### src/rtl/bba_pkg.sv
// Shared types, codes and defaults of the bitmap block allocator.
package bba_pkg;

	// Width of block numbers, counts and the size register.
	localparam int unsigned FIELD_W = 16;

	// Defaults for the top-level parameters.
	localparam int unsigned DEF_MAX_BLOCKS = 32768;
	localparam int unsigned DEF_WORD_BITS  = 64;

	// Size register value after reset.
	localparam logic [FIELD_W-1:0] TOTAL_RESET = 16'd32768;

	// Command codes.
	localparam logic [1:0] CMD_ALLOC_LOW  = 2'd0;
	localparam logic [1:0] CMD_ALLOC_HIGH = 2'd1;
	localparam logic [1:0] CMD_FREE       = 2'd2;

	// Status codes.
	localparam logic [1:0] ST_OK    = 2'd0;
	localparam logic [1:0] ST_FULL  = 2'd1;
	localparam logic [1:0] ST_RANGE = 2'd2;

	// One command beat.
	typedef struct packed {
		logic [1:0]         command;
		logic [FIELD_W-1:0] block_number;
	} in_beat_t;

	// One result beat.
	typedef struct packed {
		logic [1:0]         status;
		logic [FIELD_W-1:0] allocated_block;
		logic [FIELD_W-1:0] free_count;
	} out_beat_t;

endpackage

### src/rtl/bba_wdiv.sv
// Two-stage divider of a block number by the constant word width.
module bba_wdiv #(
	parameter int unsigned WORD_BITS = bba_pkg::DEF_WORD_BITS
) (
	input  logic                                  clk,
	input  logic [bba_pkg::FIELD_W-1:0]           num,
	output logic [bba_pkg::FIELD_W-1:0]           quo,
	output logic [$clog2(WORD_BITS)-1:0]          rem
);
	import bba_pkg::*;

	localparam int unsigned BIDX_W = $clog2(WORD_BITS);
	localparam int unsigned SH     = FIELD_W + BIDX_W;
	localparam int unsigned RW     = FIELD_W + 1;
	localparam int unsigned PW     = FIELD_W + RW;
	localparam logic [RW-1:0] RECIP = RW'((64'd1 << SH) / WORD_BITS);

	logic [FIELD_W-1:0] num_s1;
	logic [PW-1:0]      prod_s1;
	logic [FIELD_W-1:0] q0;
	logic [FIELD_W-1:0] back;
	logic [FIELD_W-1:0] r0;

	// Stage one: multiply by the truncated reciprocal.
	always_ff @(posedge clk) begin
		num_s1  <= num;
		prod_s1 <= PW'(num) * PW'(RECIP);
	end

	// The estimate is low by at most one; one compare and subtract corrects it.
	assign q0   = FIELD_W'(prod_s1 >> SH);
	assign back = FIELD_W'(q0 * FIELD_W'(WORD_BITS));
	assign r0   = num_s1 - back;

	// Stage two: corrected quotient and remainder.
	always_ff @(posedge clk) begin
		if (r0 >= FIELD_W'(WORD_BITS)) begin
			quo <= q0 + FIELD_W'(1);
			rem <= BIDX_W'(r0 - FIELD_W'(WORD_BITS));
		end else begin
			quo <= q0;
			rem <= BIDX_W'(r0);
		end
	end

endmodule

### config.mk
export PLATFORM = sky130hd
export DESIGN_NAME = bba_wdiv
export DESIGN_NICKNAME = d
export VERILOG_FILES = /design/src/rtl/bba_pkg.sv /design/src/rtl/bba_wdiv.sv
export SDC_FILE = /design/constraint.sdc
export NUM_CORES = 1
export LEC_CHECK = 0
export CAP_MARGIN = 25
export CORE_AREA = 2 2 39 41
export DETAILED_ROUTE_END_ITERATION = 8
export DIE_AREA = 0 0 41 43
export DONT_BUFFER_PORTS = 1
export PLACE_DENSITY_LB_ADDON = 0.3
export REMOVE_ABC_BUFFERS = 1
export SYNTH_ARGS = -nofsm -noshare
export SYNTH_HDL_FRONTEND = slang
export SYNTH_SLANG_ARGS = --single-unit
### constraint.sdc
create_clock -name clk -period 0.8 [get_ports clk]
set_input_delay 0.12 -clock clk [delete_from_list [all_inputs] [get_ports clk]]
set_output_delay 0.12 -clock clk [all_outputs]
set_load 0.01 [all_outputs]
Word-level counts from Yosys, hierarchy flattened
Cells that the tools add are included.
Operators by class
  $add $sub $neg: 3
  multiply operators: 0
  div/mod/pow operators: 0
  order comparisons: 1
  equal/unequal tests: 0
  shifts and indexed selects: 0
  multiplexer cells: 2
  bitwise gates (word level): 0
  reduce and logical (&&, ||, !) cells: 0
Operators with widths (number)
  >= comparator 16 x 7 -> 1 bit, second input constant: 1
  subtractor 16 bit: 1
  adder 10 x 1 -> 11 bit, second input constant: 1
  2-to-1 mux 10 bit: 1
  2-to-1 mux 6 bit: 1
  subtractor 6 x 1 -> 6 bit, second input constant: 1
Word-level totals
  flip-flop bits (word level): 38
  bits in latches: 0
  RAM bits: 0
  memory bits (read-only): 0
  bits of input ports: 17
  output and inout port bits: 22
  word-level logic and storage cells: 11
  memories: 0

Logic depth before layout (Yosys ltp)
Gate-level depths: netlist of the first run.
  word-level depth: 3
  mapped depth: 1
  mapped depth without buffers: 0

Least setup slack after synthesis of the first run
No wires, ideal clock.
  path kind: register -> output
  from: reg quo[0] (netlist name)
  to: out quo[0] (netlist name)
  data arrival time: 0.331 ns
  data required time: 0.680 ns
  slack: 0.349 ns
  cell stages (with the launch flop): 1
  buffers on the path: 0
  cell sequence: dfxtp_1
RTL lines
  start: declaration: RTL line bba_wdiv.sv:7  | output logic [bba_pkg::FIELD_W-1:0] quo,
  start signal: assignment: RTL line bba_wdiv.sv:38  | quo <= q0 + FIELD_W'(1);
  start signal: assignment: RTL line bba_wdiv.sv:41  | quo <= q0;
No word-level cell between the ends.

Final worst setup path of the first run
  from: reg quo[4] (netlist name)
  to: out quo[4] (netlist name)
No word-level cell between the ends.

==> impl_metrics.tcl, run 1 <==
set metrics [dict create \
    final_cell_mix "dlygate4sd3_1 (16), dfxtp_1 (16), dfxtp_2 (16), conb_1 (6), clkbuf_4 (5)" \
    p_int_mw 2.24 \
    drt_first_pass_iters 2 \
    fmax_mhz 1290 \
    yosys.area.top_type "dfxtp_1" \
    dpl.cell_count 54 \
    die_h_um 43 \
    overflow 0 \
    clock_sinks 32 \
    wl_um 813 \
    portBuffers 0 \
    critPathMaxFanout 1 \
    core_area_um2 1380 \
    ys_ff_latch 32 \
    p_comb_frac 0.026 \
    postPlaceCellArea_um2 683 \
    avgSynthCellArea_um2 17.7 \
    cts_tree "done" \
    final_nets 78 \
    hp-start "prod_s1[30]$_DFF_P_" \
    irDropWorstVdd_mv 1.70 \
    yosysSeqAreaShare 0.929 \
    ff2ff_setup_slack_ps 390 \
    drv_slew 0 \
    crit_arrival_ps 660 \
    htreeDepth 2 \
    fin_crit_ps 778 \
    die-area_um2 1760 \
    cp-end-kind "primary output" \
    setup-violations-final 0 \
    cts_root_buf "clkbuf_4" \
    min_to "quo[8]$_DFF_P_" \
    nFillCells 106 \
    rsz0062_at_grt "yes" \
    layout-drive-gt1-share 0.377 \
    clk_pin_slew_ps 80 \
    cts_buffer_depth 2 \
    startpoint_type "register" \
    cts_buffers 5 \
    total_power_mw 2.75 \
    gp_congestion 0.531 \
    pwr-share-clk 0.344 \
    stdcell_count 77 \
    status "complete, no violations" \
    postRouteAntennaNets 0 \
    synth.top_cells.by_area "dfxtp_1 (93%), buf_4 (6.5%), conb_1 (0.54%)" \
    viasPerCell 4.01 \
    switchingPower_mw 0.513 \
    yosys.area.top_type_share 0.929 \
    utilization 0.671 \
    min_path_type "reg2reg" \
    cap_violations 0 \
    leakage_nw 0.394 \
    switching_share 0.187 \
    first_iter_violations 1 \
    post-cts-setup-buffers 0 \
    rr_endpoint "quo[2]$_DFF_P_" \
    worst-setup-path-type "reg2out" \
    finalInstanceArea_um2 928 \
    pwr-share-seq 0.630 \
    antenna_found_initial 0 \
    finalCritPeriodShare 0.973 \
    syn_area_um2 689 \
    drc 0 \
    required_ps 680 \
    reg2regPathDepth 0 \
    rows 14 \
    via_count 309 \
    syn_inst 39 \
    powerDensity_nw_per_um2 2960 \
    start_util 0.498 \
    grt_pass1_wl_mm 1.32 \
    wl_per_cell_um 10.6 \
    io_pins 39 \
    hold_depth 0 \
    num_antenna_cells 0 \
    grt_pass1_vias 323 \
    ys_warn_count 0 \
    clock_latency_ps 300 \
    track_usage 0.130 \
    fin_skew_ps 0.943 \
    grt_max_degree 10 \
    timing.rr.start "prod_s1[24]$_DFF_P_" \
    die_w_um 41 \
    ys_types 3 \
    syn2layout_area_growth_pct 34.7 \
    hold_viol 0 \
]
[kinds of logic after synthesis]
| group | after synthesis | synth area share |
|---|---|---|
| other cells | 1 | 0.00544 |
| flops | 32 | 0.929 |
| buf+inv | 6 | 0.0653 |
[worst max-delay path by stage]
stage / slack [ps] / depth (start not counted) / end / start
CTS: -5 / 0 / quo[0] / quo[0]$_DFF_P_
finish: 20 / 0 / quo[4] / quo[4]$_DFF_P_
global placement: 340 / 0 / quo[0] / quo[0]$_DFF_P_
detailed placement: 320 / 0 / quo[0] / quo[0]$_DFF_P_
floorplan: 350 / 0 / quo[0] / quo[0]$_DFF_P_
global route: -20 / 0 / rem[3] / rem[3]$_DFF_P_
[cell type report]
type | instances | area [um2] | share of cell area
sequential | 32 | 661 | 0.712
timing repair buffer | 16 | 160 | 0.173
clock buffer | 7 | 65.1 | 0.0701
multi-input combinational | 6 | 22.5 | 0.0243
tap | 16 | 20.0 | 0.0216
[Yosys cell counts]
library cell / instances
conb_1: 1
buf_4: 6
dfxtp_1: 32
[power by group through the flow]
stage,Clock [mW],Sequential (mW),Combinational [mW]
after global routing,1.05,1.74,0.0798
after CTS,0.981,1.73,0.0719
final,0.945,1.73,0.0725
after detailed placement,0,1.76,0.0122
after floorplan,0,1.75,0.0122
after global placement,0,1.76,0.0122
[sequential cells by signal, summed over array words and instances, names as in the netlist]
name and cells:
quo 10, prod_s1 16, rem 6
[through the flow]
step	setup TNS [ps]	setup WS, ps	hold WS [ps]
detailed placement	0	323	148
global route	-255	-22.9	333
floorplan	0	349	148
global placement	0	335	148
CTS	-6.37	-5.30	329
finish	0	22.0	329
[routing by layer]
metal	wire, um	track usage	vias up	part of all wire
li1	-	-	148	-
met1	214	0.0925	134	0.26
met2	478	0.200	22	0.59
met3	83	0.0785	5	0.10
met4	37	0.140	0	0.046
met5	0	0	-	0
[what timing repair did]
item	in CTS	in global routing
endpoints found under the setup margin	16	16
hold endpoints to repair	16	0
hold buffers	16	0
resized for setup	16	0
cloned	0	0
Note: power is estimated with default switching activity, not from simulation.
==> inputs of run 2 (changes only) <==
--- a/config.mk
+++ b/config.mk
@@ -11,7 +11,6 @@
 export DIE_AREA = 0 0 41 43
 export DONT_BUFFER_PORTS = 1
 export PLACE_DENSITY_LB_ADDON = 0.3
-export REMOVE_ABC_BUFFERS = 1
 export SYNTH_ARGS = -nofsm -noshare
 export SYNTH_HDL_FRONTEND = slang
 export SYNTH_SLANG_ARGS = --single-unit
==> run 2 against run 1 <==
  * Global-route usage down 0.97 points
  * Flip-flop and latch count unchanged
  * First-iteration DRC count up 100%
  * Largest power group unchanged
  * Sequential share of layout area up 0.29 points
  * Critical endpoint is now quo[3]
  * Count of clock-buffer cells in the layout down 1
  * Sequential power about the same
  * Total power down 1.3%
  * Clock skew up 5.1 ps
  * Final area down 0.40%
  * Non-clock buffer count unchanged
  * Largest cell class unchanged
  * Critical path type unchanged
  * Critical path depth unchanged
==> impl_metrics.tcl, run 2 (same netlist as run 1, synthesis figures left out) <==
set metrics [dict create \
    status "complete, no violations" \
    finalCritPeriodShare 0.992 \
    layout-drive-gt1-share 0.387 \
    fmax_mhz 1260 \
    first_iter_violations 2 \
    cts_buffer_depth 2 \
    postRouteAntennaNets 0 \
    io_pins 39 \
    final_cell_mix "dlygate4sd3_1 (16), dfxtp_1 (16), dfxtp_2 (16), conb_1 (6), clkbuf_4 (5)" \
    hold_viol 0 \
    die_h_um 43 \
    die-area_um2 1760 \
    crit_arrival_ps 670 \
    rsz0062_at_grt "yes" \
    antenna_found_initial 0 \
    fin_crit_ps 794 \
    clock_sinks 32 \
    portBuffers 0 \
    cp-end-kind "primary output" \
    top_register "prod_s1" \
    core_area_um2 1380 \
    cts_buffers 5 \
    syn2layout_area_growth_pct 34.1 \
    wl_um 879 \
    critPathMaxFanout 1 \
    grt_pass1_vias 292 \
    irDropWorstVdd_mv 1.84 \
    cap_violations 0 \
    stdcell_count 78 \
    rows 14 \
    cts_root_buf "clkbuf_4" \
    final_nets 78 \
    multi_input_comb_area_um2 22.5 \
    drt_first_pass_iters 3 \
    worst-setup-path-type "reg2out" \
    utilization 0.668 \
    postPlaceCellArea_um2 683 \
    finalInstanceArea_um2 925 \
    dpl.cell_count 54 \
    reg_top3 "prod_s1 (16), quo (10), rem (6)" \
    required_ps 680 \
    die_w_um 41 \
    htreeDepth 2 \
    powerDensity_nw_per_um2 2940 \
    leakage_nw 0.394 \
    startpoint_type "register" \
    gr-usage-met3 0.126 \
    largest_reg_flops 16 \
    min_path_type "reg2reg" \
    setup-violations-final 0 \
    overflow 0 \
    start_util 0.498 \
    dp_slack_ps 330 \
    drc 0 \
    fin_tns_setup_ps 0 \
    nFillCells 109 \
    grt.met1_usage 0.0833 \
    clk_pin_slew_ps 90 \
    setup_ws_ps 6.18 \
    track_usage 0.120 \
    cts_tree "done" \
    via_count 300 \
    num_antenna_cells 0 \
    gp_congestion 0.515 \
    register_area_um2 661 \
    viasPerCell 3.85 \
    clock_latency_ps 310 \
    grt-busiest-layer "met2" \
    met2_usage 0.178 \
    fin_skew_ps 6.05 \
    grt_max_degree 11 \
    grt_pass1_wl_mm 1.16 \
    wl_per_cell_um 11.3 \
    drv_slew 0 \
]
[run 2: cell count changes in the layout (fill, tap and decap cells not counted), sizes merged]
cell / before / now
clkinv: 0 / 2
clkbuf: 7 / 6
[run 2: area by class of cell]
type                       count  share of cell area
timing repair buffer          16               0.173
sequential                    32               0.714
tap                           16              0.0217
clock buffer                   6              0.0555
clock inverter                 2              0.0108
multi-input combinational      6              0.0244
[run 2: power by group]
part	internal [mW]	leakage, nW	switching, mW
clock	0.418	0.0380	0.491
combinational	0.0514	0.0863	0.0216
sequential	1.69	0.270	0.0454
[run 2: path summary, 6_finish.rpt]
check | startpoint | to | slack, ps | cells after the start
setup / recovery | quo[3]$_DFF_P_ | quo[3] | 6 | 0
hold / removal | prod_s1[24]$_DFF_P_ | quo[2]$_DFF_P_ | 330 | 0
setup reg to reg | prod_s1[19]$_DFF_P_ | rem[3]$_DFF_P_ | 390 | 0
hold reg to reg | prod_s1[24]$_DFF_P_ | quo[2]$_DFF_P_ | 330 | 0
[run 2: metrics by stage]
step	power, mW	hold WS [ps]
floorplan	1.79	148
global placement	1.77	148
detailed placement	1.77	148
CTS	2.74	329
global route	2.83	331
finish	2.71	325
[run 2: timing repair]
| item | in CTS | in global routing |
|---|---|---|
| setup endpoints to repair | 16 | 16 |
| hold buffers | 16 | 0 |
| hold endpoints to repair | 16 | 0 |
| gates resized for setup | 16 | 0 |
| pin swaps | 0 | 0 |
| cloned | 0 | 0 |
| setup buffers | 0 | 0 |
[run 2: per-layer routing]
layer / part of all wire / vias to the layer above
met2: 0.51 / 22
met1: 0.35 / 126
met5: 0 / -
met4: 0.010 / 0
met3: 0.13 / 2
li1: - / 150
