<file path="src/rtl/bba_pkg.sv">
// Shared types, codes and defaults of the bitmap block allocator.
package bba_pkg;

	// Width of block numbers, counts and the size register.
	localparam int unsigned FIELD_W = 16;

	// Defaults for the top-level parameters.
	localparam int unsigned DEF_MAX_BLOCKS = 32768;
	localparam int unsigned DEF_WORD_BITS  = 64;

	// Size register value after reset.
	localparam logic [FIELD_W-1:0] TOTAL_RESET = 16'd32768;

	// Command codes.
	localparam logic [1:0] CMD_ALLOC_LOW  = 2'd0;
	localparam logic [1:0] CMD_ALLOC_HIGH = 2'd1;
	localparam logic [1:0] CMD_FREE       = 2'd2;

	// Status codes.
	localparam logic [1:0] ST_OK    = 2'd0;
	localparam logic [1:0] ST_FULL  = 2'd1;
	localparam logic [1:0] ST_RANGE = 2'd2;

	// One command beat.
	typedef struct packed {
		logic [1:0]         command;
		logic [FIELD_W-1:0] block_number;
	} in_beat_t;

	// One result beat.
	typedef struct packed {
		logic [1:0]         status;
		logic [FIELD_W-1:0] allocated_block;
		logic [FIELD_W-1:0] free_count;
	} out_beat_t;

endpackage

</file>
<file path="src/rtl/bba_ffz.sv">
// Finds the lowest clear bit of a bitmap word.
module bba_ffz #(
	parameter int unsigned WORD_BITS = bba_pkg::DEF_WORD_BITS
) (
	input  logic [WORD_BITS-1:0]         used,
	output logic                         found,
	output logic [WORD_BITS-1:0]         onehot,
	output logic [$clog2(WORD_BITS)-1:0] idx
);
	import bba_pkg::*;

	localparam int unsigned BIDX_W = $clog2(WORD_BITS);

	logic [WORD_BITS-1:0] clr;

	// Isolate the lowest set bit of the inverted word with one add.
	assign clr    = ~used;
	assign onehot = clr & (~clr + WORD_BITS'(1));
	assign found  = |clr;

	// Encode the one-hot position.
	always_comb begin
		idx = '0;
		for (int b = 0; b < WORD_BITS; b++) begin
			if (onehot[b]) begin
				idx = idx | BIDX_W'(b);
			end
		end
	end

endmodule

</file>
<file path="config.mk">
export PLATFORM = sky130hd
export DESIGN_NAME = bba_ffz
export DESIGN_NICKNAME = d
export VERILOG_FILES = /design/src/rtl/bba_pkg.sv /design/src/rtl/bba_ffz.sv
export SDC_FILE = /design/constraint.sdc
export NUM_CORES = 1
export LEC_CHECK = 0
export BUFFER_PORTS_ARGS = -buffer_cell sky130_fd_sc_hd__buf_2
export CORE_UTILIZATION = 40
export DETAILED_ROUTE_END_ITERATION = 7
export GPL_TIMING_DRIVEN = 0
export PLACE_DENSITY = 0.93
export SYNTH_ARGS = -nofsm -noshare
export SYNTH_HDL_FRONTEND = slang
export SYNTH_SLANG_ARGS = --single-unit
</file>
<file path="constraint.sdc">
create_clock -name vclk -period 3.6
set_input_delay 0.72 -clock vclk [all_inputs]
set_output_delay 0.72 -clock vclk [all_outputs]
set_load 0.005 [all_outputs]
</file>
# Yosys cells after proc, flatten, opt, wreduce, memory -nomap -nowiden
# Cells that the tools add are included.
[classes]
mux = 63
addsub = 1
n_bitwise = 3
n_reduce_logical = 1
[ops]
columns = ["operator", "count"]
rows = [
  ["two-way mux 6 bit", 32],
  ["inverter 64 bit", 2],
  ["two-way mux 5 bit", 16],
  ["adder 64 x 1 -> 64 bit, second input constant", 1],
  ["bitwise AND 64 bit", 1],
  ["OR reduction 64 bit", 1],
  ["two-way mux 4 bit", 8],
  ["two-way mux 3 bit", 4],
  ["two-way mux 2 bit", 2],
  ["two-way mux 1 bit", 1],
]
[word_totals]
out_inout_bits = 71
input_bits = 64
ff_bits = 0
word_cells = 68

# Longest topological paths before layout
# Gate-level depths: netlist of the first run.
[depth]
depth_word = 67
ltp_mapped = 9
mapped_depth_nobuf = 7

# Worst setup path before layout of the first run
# Ideal clock, no wire load.
[synth_timing]
path_kind = "input to output"
start = "input port used[4]"
end = "output port idx[4]"
setup_slack_ns = 0.143
arrival_time_ns = 2.737
t_required_ns = 2.880
stages = 8
n_path_buf = 1
path_cell_list = "nand3_1 -> or4_4 -> or4_4 -> buf_6 -> nor4_4 -> or3_1 -> nand4bb_1 -> nand4b_1"
[synth_via]
elab_cells_between_ends = 52
classes_between = "1 x add/sub; 48 x mux; 3 x bitwise"
[synth_lines]
columns = ["item", "line", "rtl"]
rows = [
  ["start: declaration", "bba_ffz.sv:5", "input logic [WORD_BITS-1:0] used,"],
  ["inverter 64 bit", "bba_ffz.sv:17", "assign clr = ~used;"],
  ["inverter 64 bit", "bba_ffz.sv:18", "assign onehot = clr & (~clr + WORD_BITS'(1));"],
  ["adder 64 x 1 -> 64 bit", "bba_ffz.sv:18", ""],
  ["bitwise AND 64 bit", "bba_ffz.sv:18", ""],
  ["net onehot[62]", "bba_ffz.sv:7", "output logic [WORD_BITS-1:0] onehot,"],
  ["two-way mux 6 bit (2 in a row)", "bba_ffz.sv:25", "if (onehot[b]) begin"],
  ["end: declaration", "bba_ffz.sv:8", "output logic [$clog2(WORD_BITS)-1:0] idx"],
]
# The timed path passes the listed nets, and every way through them passes these cells.

# Worst setup path after layout of the first run
[layout_timing]
start = "input port used[11]"
end = "output port idx[4]"
[layout_via]
elab_chain_len = 52
[layout_lines]
columns = ["item", "line"]
rows = [
  ["inverter 64 bit *", "bba_ffz.sv:17"],
  ["inverter 64 bit *", "bba_ffz.sv:18"],
  ["adder 64 x 1 -> 64 bit *", "bba_ffz.sv:18"],
  ["bitwise AND 64 bit *", "bba_ffz.sv:18"],
  ["two-way mux 5 bit (16 in a row)", "bba_ffz.sv:25"],
  ["two-way mux 6 bit (31 in a row)", "bba_ffz.sv:25"],
  ["two-way mux 6 bit *", "bba_ffz.sv:25"],
]
# Mark *: on every way between the ends. The rest lies on a longest branch, timed or not.

==> results of run 1 <==
worst max-delay path: stages:
cell and delay [ns]:
clkbuf_4 0.16, nand3_4 0.11, or4_4 0.52, or4_4 0.53, buf_12 0.17, nor4_4 0.16, or3_4 0.18, nand4bb_1 0.13
nand4b_1 0.13, buf_2 0.13
power by group through the flow:
stage	sequential [mW]	clock, mW	combinational (mW)
2_1_floorplan	0	0	0.0380
3_3_place_gp	0	0	0.112
3_5_place_dp	0	0	0.114
4_1_cts	0	0	0.121
5_1_grt	0	0	0.145
6_report	0	0	0.135
area by class of cell:
cell class,count,area [µm²]
multi-input cells,233,1660
fillers,319,1060
repair buffers,151,846
well taps,48,60.1
inverters,7,26.3
plain buffers,2,8.76
logic make-up (layout without fill, tap and decap cells):
kind of cell	after synthesis	count (layout)	share of synthesized area
AO/OA/AOI/OAI	23	23	0.113
AND/OR/NAND/NOR	210	210	0.850
buffers and inverters	13	160	0.0370
repair_timing:
action | 4_1_cts | 5_1_grt
setup buffers | 12 | 4
pin swaps | 9 | 3
gates resized for setup | 23 | 27
endpoints found under the setup margin | 13 | 6
Yosys cell counts (all sizes together), types with 3 or more instances:
| cell | count |
|---|---|
| nand2 | 22 |
| nand4 | 20 |
| clkbuf | 5 |
| nand4b | 6 |
| or3 | 8 |
| nand3 | 17 |
| or4 | 8 |
| a21oi | 3 |
| and4 | 11 |
| nor2 | 27 |
| nor3 | 33 |
| nand2b | 5 |
| nor3b | 5 |
| a211oi | 3 |
| inv | 7 |
| nand3b | 7 |
| o21ai | 3 |
| nor4 | 29 |
worst paths after layout:
| kind | endpoint | start | slack, ns |
|---|---|---|---|
| setup / recovery | idx[4] | used[11] | -0.06 |
| hold / removal | onehot[1] | used[1] | 1.69 |
metrics by stage:
stage | cells | TNS, ns | area (µm²) | utilization
finish | 441 | -0.154 | 2600 | 0.709
global route | 441 | -0.697 | 2600 | 0.709
CTS | 439 | 0 | 2440 | 0.666
detailed placement | 429 | -3.29 | 2260 | 0.617
global placement | 429 | -4.09 | 2260 | 0.617
floorplan | 246 | 0 | 1520 | -
layer usage:
layer	vias to the layer above	wire (µm)
met5	-	0
met4	0	251
met3	40	1000
met2	268	3950
met1	1367	3050
li1	1319	-
==> impl_metrics.py, run 1 <==
metrics = {
    "status": {
        "violations": "negative setup slack",
        "status": "complete, but fails checks",
    },
    "route": {
        "drt_iter0_markers": 284,
        "via_per_inst": 6.79,
        "drt-pass1-iter-count": 5,
        "vias": 2994,
        "wire_per_inst_um": 18.7,
        "routed_wl_mm": 8.25,
        "drtAntennaViolNets": 0,
        "drc_errors": 0,
    },
    "global_route": {
        "globalRouteMet1Util": 0.476,
        "grt_max_degree": 11,
        "grtUsageMet3": 0.0435,
        "met2_usage": 0.648,
        "antenna_found_initial": 0,
        "overflow": 0,
        "grt_pass1_wl_mm": 12.2,
        "grtUsageTotal": 0.372,
        "grt.busiest_layer": "met2",
        "first_global_vias": 2588,
    },
    "critical_path": {
        "cp_max_fo": 6,
        "crit_type": "in2out",
        "crit_required_ns": 2.88,
        "critPathLaunchType": "input pin",
        "cp-end-kind": "output port",
        "crit_arrival_ns": 2.94,
    },
    "power_and_ir_drop": {
        "swShare": 0.590,
        "p_seq_frac": 0,
        "switchingPower_mw": 0.0797,
        "finalPower_mw": 0.135,
        "power.share.clock": 0,
        "max-vdd-ir-drop_mv": 0.0328,
        "leakage_nw": 1.21,
        "power_density_nw_per_um2": 52.0,
        "p_int_mw": 0.0553,
        "p_comb_frac": 1.000,
    },
    "synth": {
        "synth_top_area_frac": 0.107,
        "yosys-top-cells-area": "nor4_1, nor3_1, nand4_1, nor2_1, and4_1",
        "synth_nets": 310,
        "avgSynthCellArea_um2": 6.19,
        "syn_area_um2": 1520,
        "postSynthCellCount": 246,
        "yosys.cell_types.count": 43,
        "synth_largest_area_cell": "nor4_1",
        "yosysSeqAreaShare": 0,
        "yosys_warnings": 0,
    },
    "floorplanning": {
        "core.rowCount": 22,
        "initial_core_util": 0.416,
        "core_region_area_um2": 3660,
        "ios": 135,
        "die_h_um": 63.7,
        "die_w_um": 63.7,
        "dieArea_um2": 4060,
    },
    "worst_hold_path": {
        "min_path_cells": 3,
        "min_path_type": "in2out",
    },
    "cells_and_area": {
        "area_growth_pct": 70.5,
        "fin_nets": 459,
        "seq_cells": 0,
        "final_cell_mix": "buf_2, nor2_1, nor3_1, nand4_1, nand2_1",
        "mostFrequentLayoutCell": "buf_2",
        "drive_above_1_share": 0.483,
        "seq_area_um2": 0,
        "clock_buffers": 0,
        "diodes": 0,
    },
    "placement": {
        "gp_congestion": 1.03,
        "pre_cts_ws_ns": -0.538,
        "numPortBuffers": 135,
        "hpwl_mm": 6.06,
    },
    "timing": {
        "worst_slack_ns": -0.0618,
        "maxSlewHeadroom": 0.579,
        "fin_crit_ns": 3.66,
        "finalSetupViolCount": 3,
        "min_period_over_period": 1.02,
        "rsz0062_at_grt": "true",
        "fmax_mhz": 273,
        "worst_pin_slew_ns": 0.615,
        "whs_ns": 1.69,
        "slew_violations": 0,
        "hold_viol_final": 0,
    },
    "run": {
        "cap_viol_max_count": 0,
    },
    "cts": {
        "cts_hold_buf": 0,
    },
}
Power figures use the tool's default switching activity.
==> run 2: changes to the inputs <==
--- a/config.mk
+++ b/config.mk
@@ -6,10 +6,12 @@
 export NUM_CORES = 1
 export LEC_CHECK = 0
 export BUFFER_PORTS_ARGS = -buffer_cell sky130_fd_sc_hd__buf_2
+export CAP_MARGIN = 20
+export CORE_MARGIN = 4
 export CORE_UTILIZATION = 40
 export DETAILED_ROUTE_END_ITERATION = 7
 export GPL_TIMING_DRIVEN = 0
-export PLACE_DENSITY = 0.93
+export PLACE_DENSITY = 0.89
 export SYNTH_ARGS = -nofsm -noshare
 export SYNTH_HDL_FRONTEND = slang
 export SYNTH_SLANG_ARGS = --single-unit
==> impl_metrics.py, run 2 (synthesis results as in run 1) <==
metrics = {
    "route": {
        "routed_wl_mm": 8.69,
        "drt-pass1-iter-count": 5,
        "vias": 3096,
        "wire_per_inst_um": 19.6,
        "drt_iter0_markers": 286,
        "drtAntennaViolNets": 0,
        "drc_errors": 0,
        "via_per_inst": 6.97,
    },
    "global_route": {
        "antenna_found_initial": 0,
        "grt_pass1_wl_mm": 12.4,
        "grtUsageTotal": 0.296,
        "first_global_vias": 2644,
        "overflow": 0,
        "grt_max_degree": 11,
        "grtUsageMet3": 0.0783,
        "grt.busiest_layer": "met2",
        "met2_usage": 0.522,
        "globalRouteMet1Util": 0.362,
    },
    "floorplanning": {
        "initial_core_util": 0.416,
        "die_h_um": 69.7,
        "die_w_um": 69.7,
        "core.rowCount": 22,
        "core_region_area_um2": 3660,
        "dieArea_um2": 4860,
        "ios": 135,
    },
    "cells_and_area": {
        "clock_buffers": 0,
        "fin_cells": 444,
        "fin_nets": 462,
        "seq_area_um2": 0,
        "fill_cells": 303,
        "drive_above_1_share": 0.497,
        "diodes": 0,
        "seq_cells": 0,
        "final_cell_mix": "buf_2, nor3_1, nor2_1, buf_4",
        "mostFrequentLayoutCell": "buf_2",
        "area_growth_pct": 74.0,
    },
    "power_and_ir_drop": {
        "power_density_nw_per_um2": 51.9,
        "p_int_mw": 0.0561,
        "p_comb_frac": 1.000,
        "p_seq_frac": 0,
        "swShare": 0.592,
        "power.share.clock": 0,
        "leakage_nw": 1.24,
        "finalPower_mw": 0.138,
        "switchingPower_mw": 0.0814,
        "max-vdd-ir-drop_mv": 0.0451,
    },
    "placement": {
        "placed_cells": 429,
        "hpwl_mm": 6.22,
        "gp_congestion": 1.05,
        "numPortBuffers": 135,
    },
    "timing": {
        "worst_pin_slew_ns": 0.715,
        "fmax_mhz": 276,
        "min_period_over_period": 1.01,
        "hold_viol_final": 0,
        "maxSlewHeadroom": 0.519,
        "fin_crit_ns": 3.63,
        "worst_slack_ns": -0.0266,
        "slew_violations": 0,
        "rsz0062_at_grt": "true",
        "finalSetupViolCount": 1,
    },
    "critical_path": {
        "cp_max_fo": 7,
        "crit_arrival_ns": 2.91,
        "critPathLaunchType": "input pin",
        "crit_type": "in2out",
        "crit_required_ns": 2.88,
        "cp-end-kind": "output port",
    },
    "worst_hold_path": {
        "min_path_type": "in2out",
    },
    "status": {
        "status": "complete, but fails checks",
        "violations": "negative setup slack",
    },
    "run": {
        "cap_viol_max_count": 0,
    },
    "cts": {
        "cts_hold_buf": 0,
    },
}
-- run 2: cell count changes in the layout (fill, tap and decap cells not counted), sizes merged --
cell and delta:
clkbuf -1, buf +4
-- run 2: power by group through the flow --
stage                     Clock, mW  Combinational (mW)  Sequential (mW)
after floorplan                   0              0.0380                0
after global placement            0               0.111                0
after detailed placement          0               0.114                0
after CTS                         0               0.120                0
after global routing              0               0.147                0
final                             0               0.138                0
-- run 2: layer usage --
metal / vias up / share of wire
li1: 1333 / -
met1: 1345 / 0.34
met2: 345 / 0.46
met3: 73 / 0.16
met4: 0 / 0.045
met5: - / 0
-- run 2: path summary, 6_finish.rpt --
path                start         to  cells past startpoint  slack [ns]
setup / recovery  used[3]     idx[4]                     10       -0.03
hold / removal    used[2]  onehot[2]                      3        1.69
-- run 2: final cells by class --
type / instances / area (µm²) / area share
plain buffers: 2 / 15.0 / 0.00567
inverters: 7 / 26.3 / 0.00992
multi-input cells: 233 / 1690 / 0.638
well taps: 48 / 60.1 / 0.0227
repair buffers: 154 / 858 / 0.324
-- run 2: per-stage QoR --
stage | utilization | setup slack [ns] | cell area [µm²] | hold WS, ns | setup TNS (ns)
floorplan | - | 0.143 | 1520 | 1.47 | 0
global placement | 0.617 | -0.433 | 2260 | 1.69 | -2.49
detailed placement | 0.617 | -0.442 | 2260 | 1.69 | -2.66
CTS | 0.668 | -0.00973 | 2440 | 1.71 | -0.00973
global route | 0.724 | -0.0660 | 2650 | 1.70 | -0.156
finish | 0.724 | -0.0266 | 2650 | 1.69 | -0.0266
-- run 2: timing repair --
| action | in CTS | in global routing |
|---|---|---|
| pin swaps | 8 | 4 |
| resized for setup | 21 | 40 |
| setup endpoints to repair | 13 | 7 |
| setup buffers | 14 | 5 |
-- run 2: critical path, cell delays in order --
cell and delay (ns):
buf_8 0.09, nand4_4 0.11, buf_4 0.16, nor4_4 0.53
nand2_2 0.26, nor4_2 0.47, nor4_1 0.16, nand4bb_1 0.14
nand4b_1 0.15, buf_2 0.13
==> run 3: changes to the inputs <==
--- a/config.mk
+++ b/config.mk
@@ -7,11 +7,13 @@
 export LEC_CHECK = 0
 export BUFFER_PORTS_ARGS = -buffer_cell sky130_fd_sc_hd__buf_2
 export CAP_MARGIN = 20
+export CELL_PAD_IN_SITES_DETAIL_PLACEMENT = 1
+export CELL_PAD_IN_SITES_GLOBAL_PLACEMENT = 1
 export CORE_MARGIN = 4
-export CORE_UTILIZATION = 40
+export CORE_UTILIZATION = 25
 export DETAILED_ROUTE_END_ITERATION = 7
 export GPL_TIMING_DRIVEN = 0
-export PLACE_DENSITY = 0.89
+export PLACE_DENSITY = 0.9
 export SYNTH_ARGS = -nofsm -noshare
 export SYNTH_HDL_FRONTEND = slang
 export SYNTH_SLANG_ARGS = --single-unit
==> impl_metrics.py, run 3 (synthesis results as in run 1) <==
metrics = {
    "placement": {
        "numPortBuffers": 135,
        "hpwl_mm": 7.73,
        "gp_congestion": 0.966,
        "placed_area_um2": 2290,
        "pre_cts_ws_ns": -0.697,
    },
    "power_and_ir_drop": {
        "leakage_nw": 1.25,
        "max-vdd-ir-drop_mv": 0.0335,
        "power_density_nw_per_um2": 52.3,
    },
    "timing": {
        "fmax_mhz": 279,
        "fin_crit_ns": 3.59,
        "slew_violations": 0,
        "worst_pin_slew_ns": 0.603,
        "maxSlewHeadroom": 0.588,
        "min_period_over_period": 0.997,
        "finalSetupViolCount": 0,
        "rsz0062_at_grt": "true",
        "worst_slack_ns": 0.00943,
        "hold_viol_final": 0,
    },
    "global_route": {
        "grtUsageTotal": 0.241,
        "grt_max_degree": 11,
        "grt_pass1_wl_mm": 14.7,
        "first_global_vias": 2868,
        "overflow": 0,
        "antenna_found_initial": 0,
    },
    "cells_and_area": {
        "postLayoutCellArea_um2": 2710,
        "fill_cells": 796,
        "clock_buffers": 0,
        "seq_area_um2": 0,
        "drive_above_1_share": 0.503,
        "area_growth_pct": 77.9,
        "diodes": 0,
        "final_cell_mix": "buf_2, nor2_1, nor3_1, buf_4",
        "seq_cells": 0,
        "mostFrequentLayoutCell": "buf_2",
        "fin_nets": 462,
    },
    "route": {
        "drc_errors": 0,
        "via_per_inst": 6.08,
        "wire_per_inst_um": 20.9,
        "wl_met1_mm": 3.92,
        "drtAntennaViolNets": 0,
        "routed_wl_mm": 9.85,
        "drt-pass1-iter-count": 4,
        "top_layer": "met4",
        "vias": 2865,
        "drt_iter0_markers": 230,
        "met2_length_mm": 4.87,
        "dr_wl_met3_um": 877,
    },
    "floorplanning": {
        "dieArea_um2": 7400,
        "die_w_um": 86.0,
        "ios": 135,
        "core.rowCount": 28,
        "initial_core_util": 0.257,
        "die_h_um": 86.0,
        "core_region_area_um2": 5920,
    },
    "critical_path": {
        "crit_required_ns": 2.88,
        "critPathLaunchType": "input pin",
        "crit_type": "in2out",
        "crit_arrival_ns": 2.87,
        "cp_max_fo": 6,
        "cp-end-kind": "output port",
    },
    "status": {
        "status": "complete, no violations",
    },
    "run": {
        "cap_viol_max_count": 0,
    },
    "worst_hold_path": {
        "min_path_type": "in2out",
    },
}
run 3: changes by cell type in the layout (fill, tap and decap cells not counted), sizes merged:
cell / before / now
buf: 154 / 153
clkbuf: 2 / 3
run 3: metal layers:
layer / up-vias / GRT usage
li1: 1327 / -
met3: 16 / 0.0365
met5: - / 0
met2: 150 / 0.432
met4: 0 / 0.0446
met1: 1372 / 0.305
run 3: final cells by class:
| cell class | count | area (µm²) | share of cell area |
|---|---|---|---|
| plain buffers | 3 | 31.3 | 0.0115 |
| inverters | 7 | 26.3 | 0.00970 |
| multi-input cells | 233 | 1710 | 0.630 |
| well taps | 75 | 93.8 | 0.0346 |
| repair buffers | 153 | 851 | 0.314 |
run 3: timing repair:
| action | in CTS | in global routing |
|---|---|---|
| pin swaps | 10 | 4 |
| buffers inserted | 11 | 7 |
| gates resized for setup | 29 | 34 |
| hold buffers | 0 | 0 |
| endpoints found under the setup margin | 24 | 6 |
run 3: metrics by stage:
stage | util | TNS [ns] | hold WS, ns | std cells | power (mW)
2_1_floorplan | - | 0 | 1.47 | 246 | 0.0380
3_3_place_gp | 0.387 | -5.26 | 1.69 | 456 | 0.114
3_5_place_dp | 0.387 | -6.19 | 1.70 | 456 | 0.118
4_1_cts | 0.423 | 0 | 1.70 | 466 | 0.128
5_1_grt | 0.458 | -0.321 | 1.70 | 471 | 0.154
6_report | 0.458 | 0 | 1.69 | 471 | 0.142
run 3: final timing paths:
kind,from,end,depth (start not counted)
max,used[9],idx[0],9
min,used[1],onehot[1],3
run 3: worst max-delay path, stage by stage:
cell	delay, ns
buf_2	0.12
nand4_1	0.28
nor4_4	0.47
nand2_2	0.24
nor3_1	0.52
nor4_1	0.13
and2_1	0.17
nand4_1	0.08
buf_2	0.13
run 3: report_power, final:
part	leakage (nW)	internal [mW]	switching, mW	total (mW)
Clock	0	0	0	0
Sequential	0	0	0	0
Combinational	1.25	0.0579	0.0838	0.142
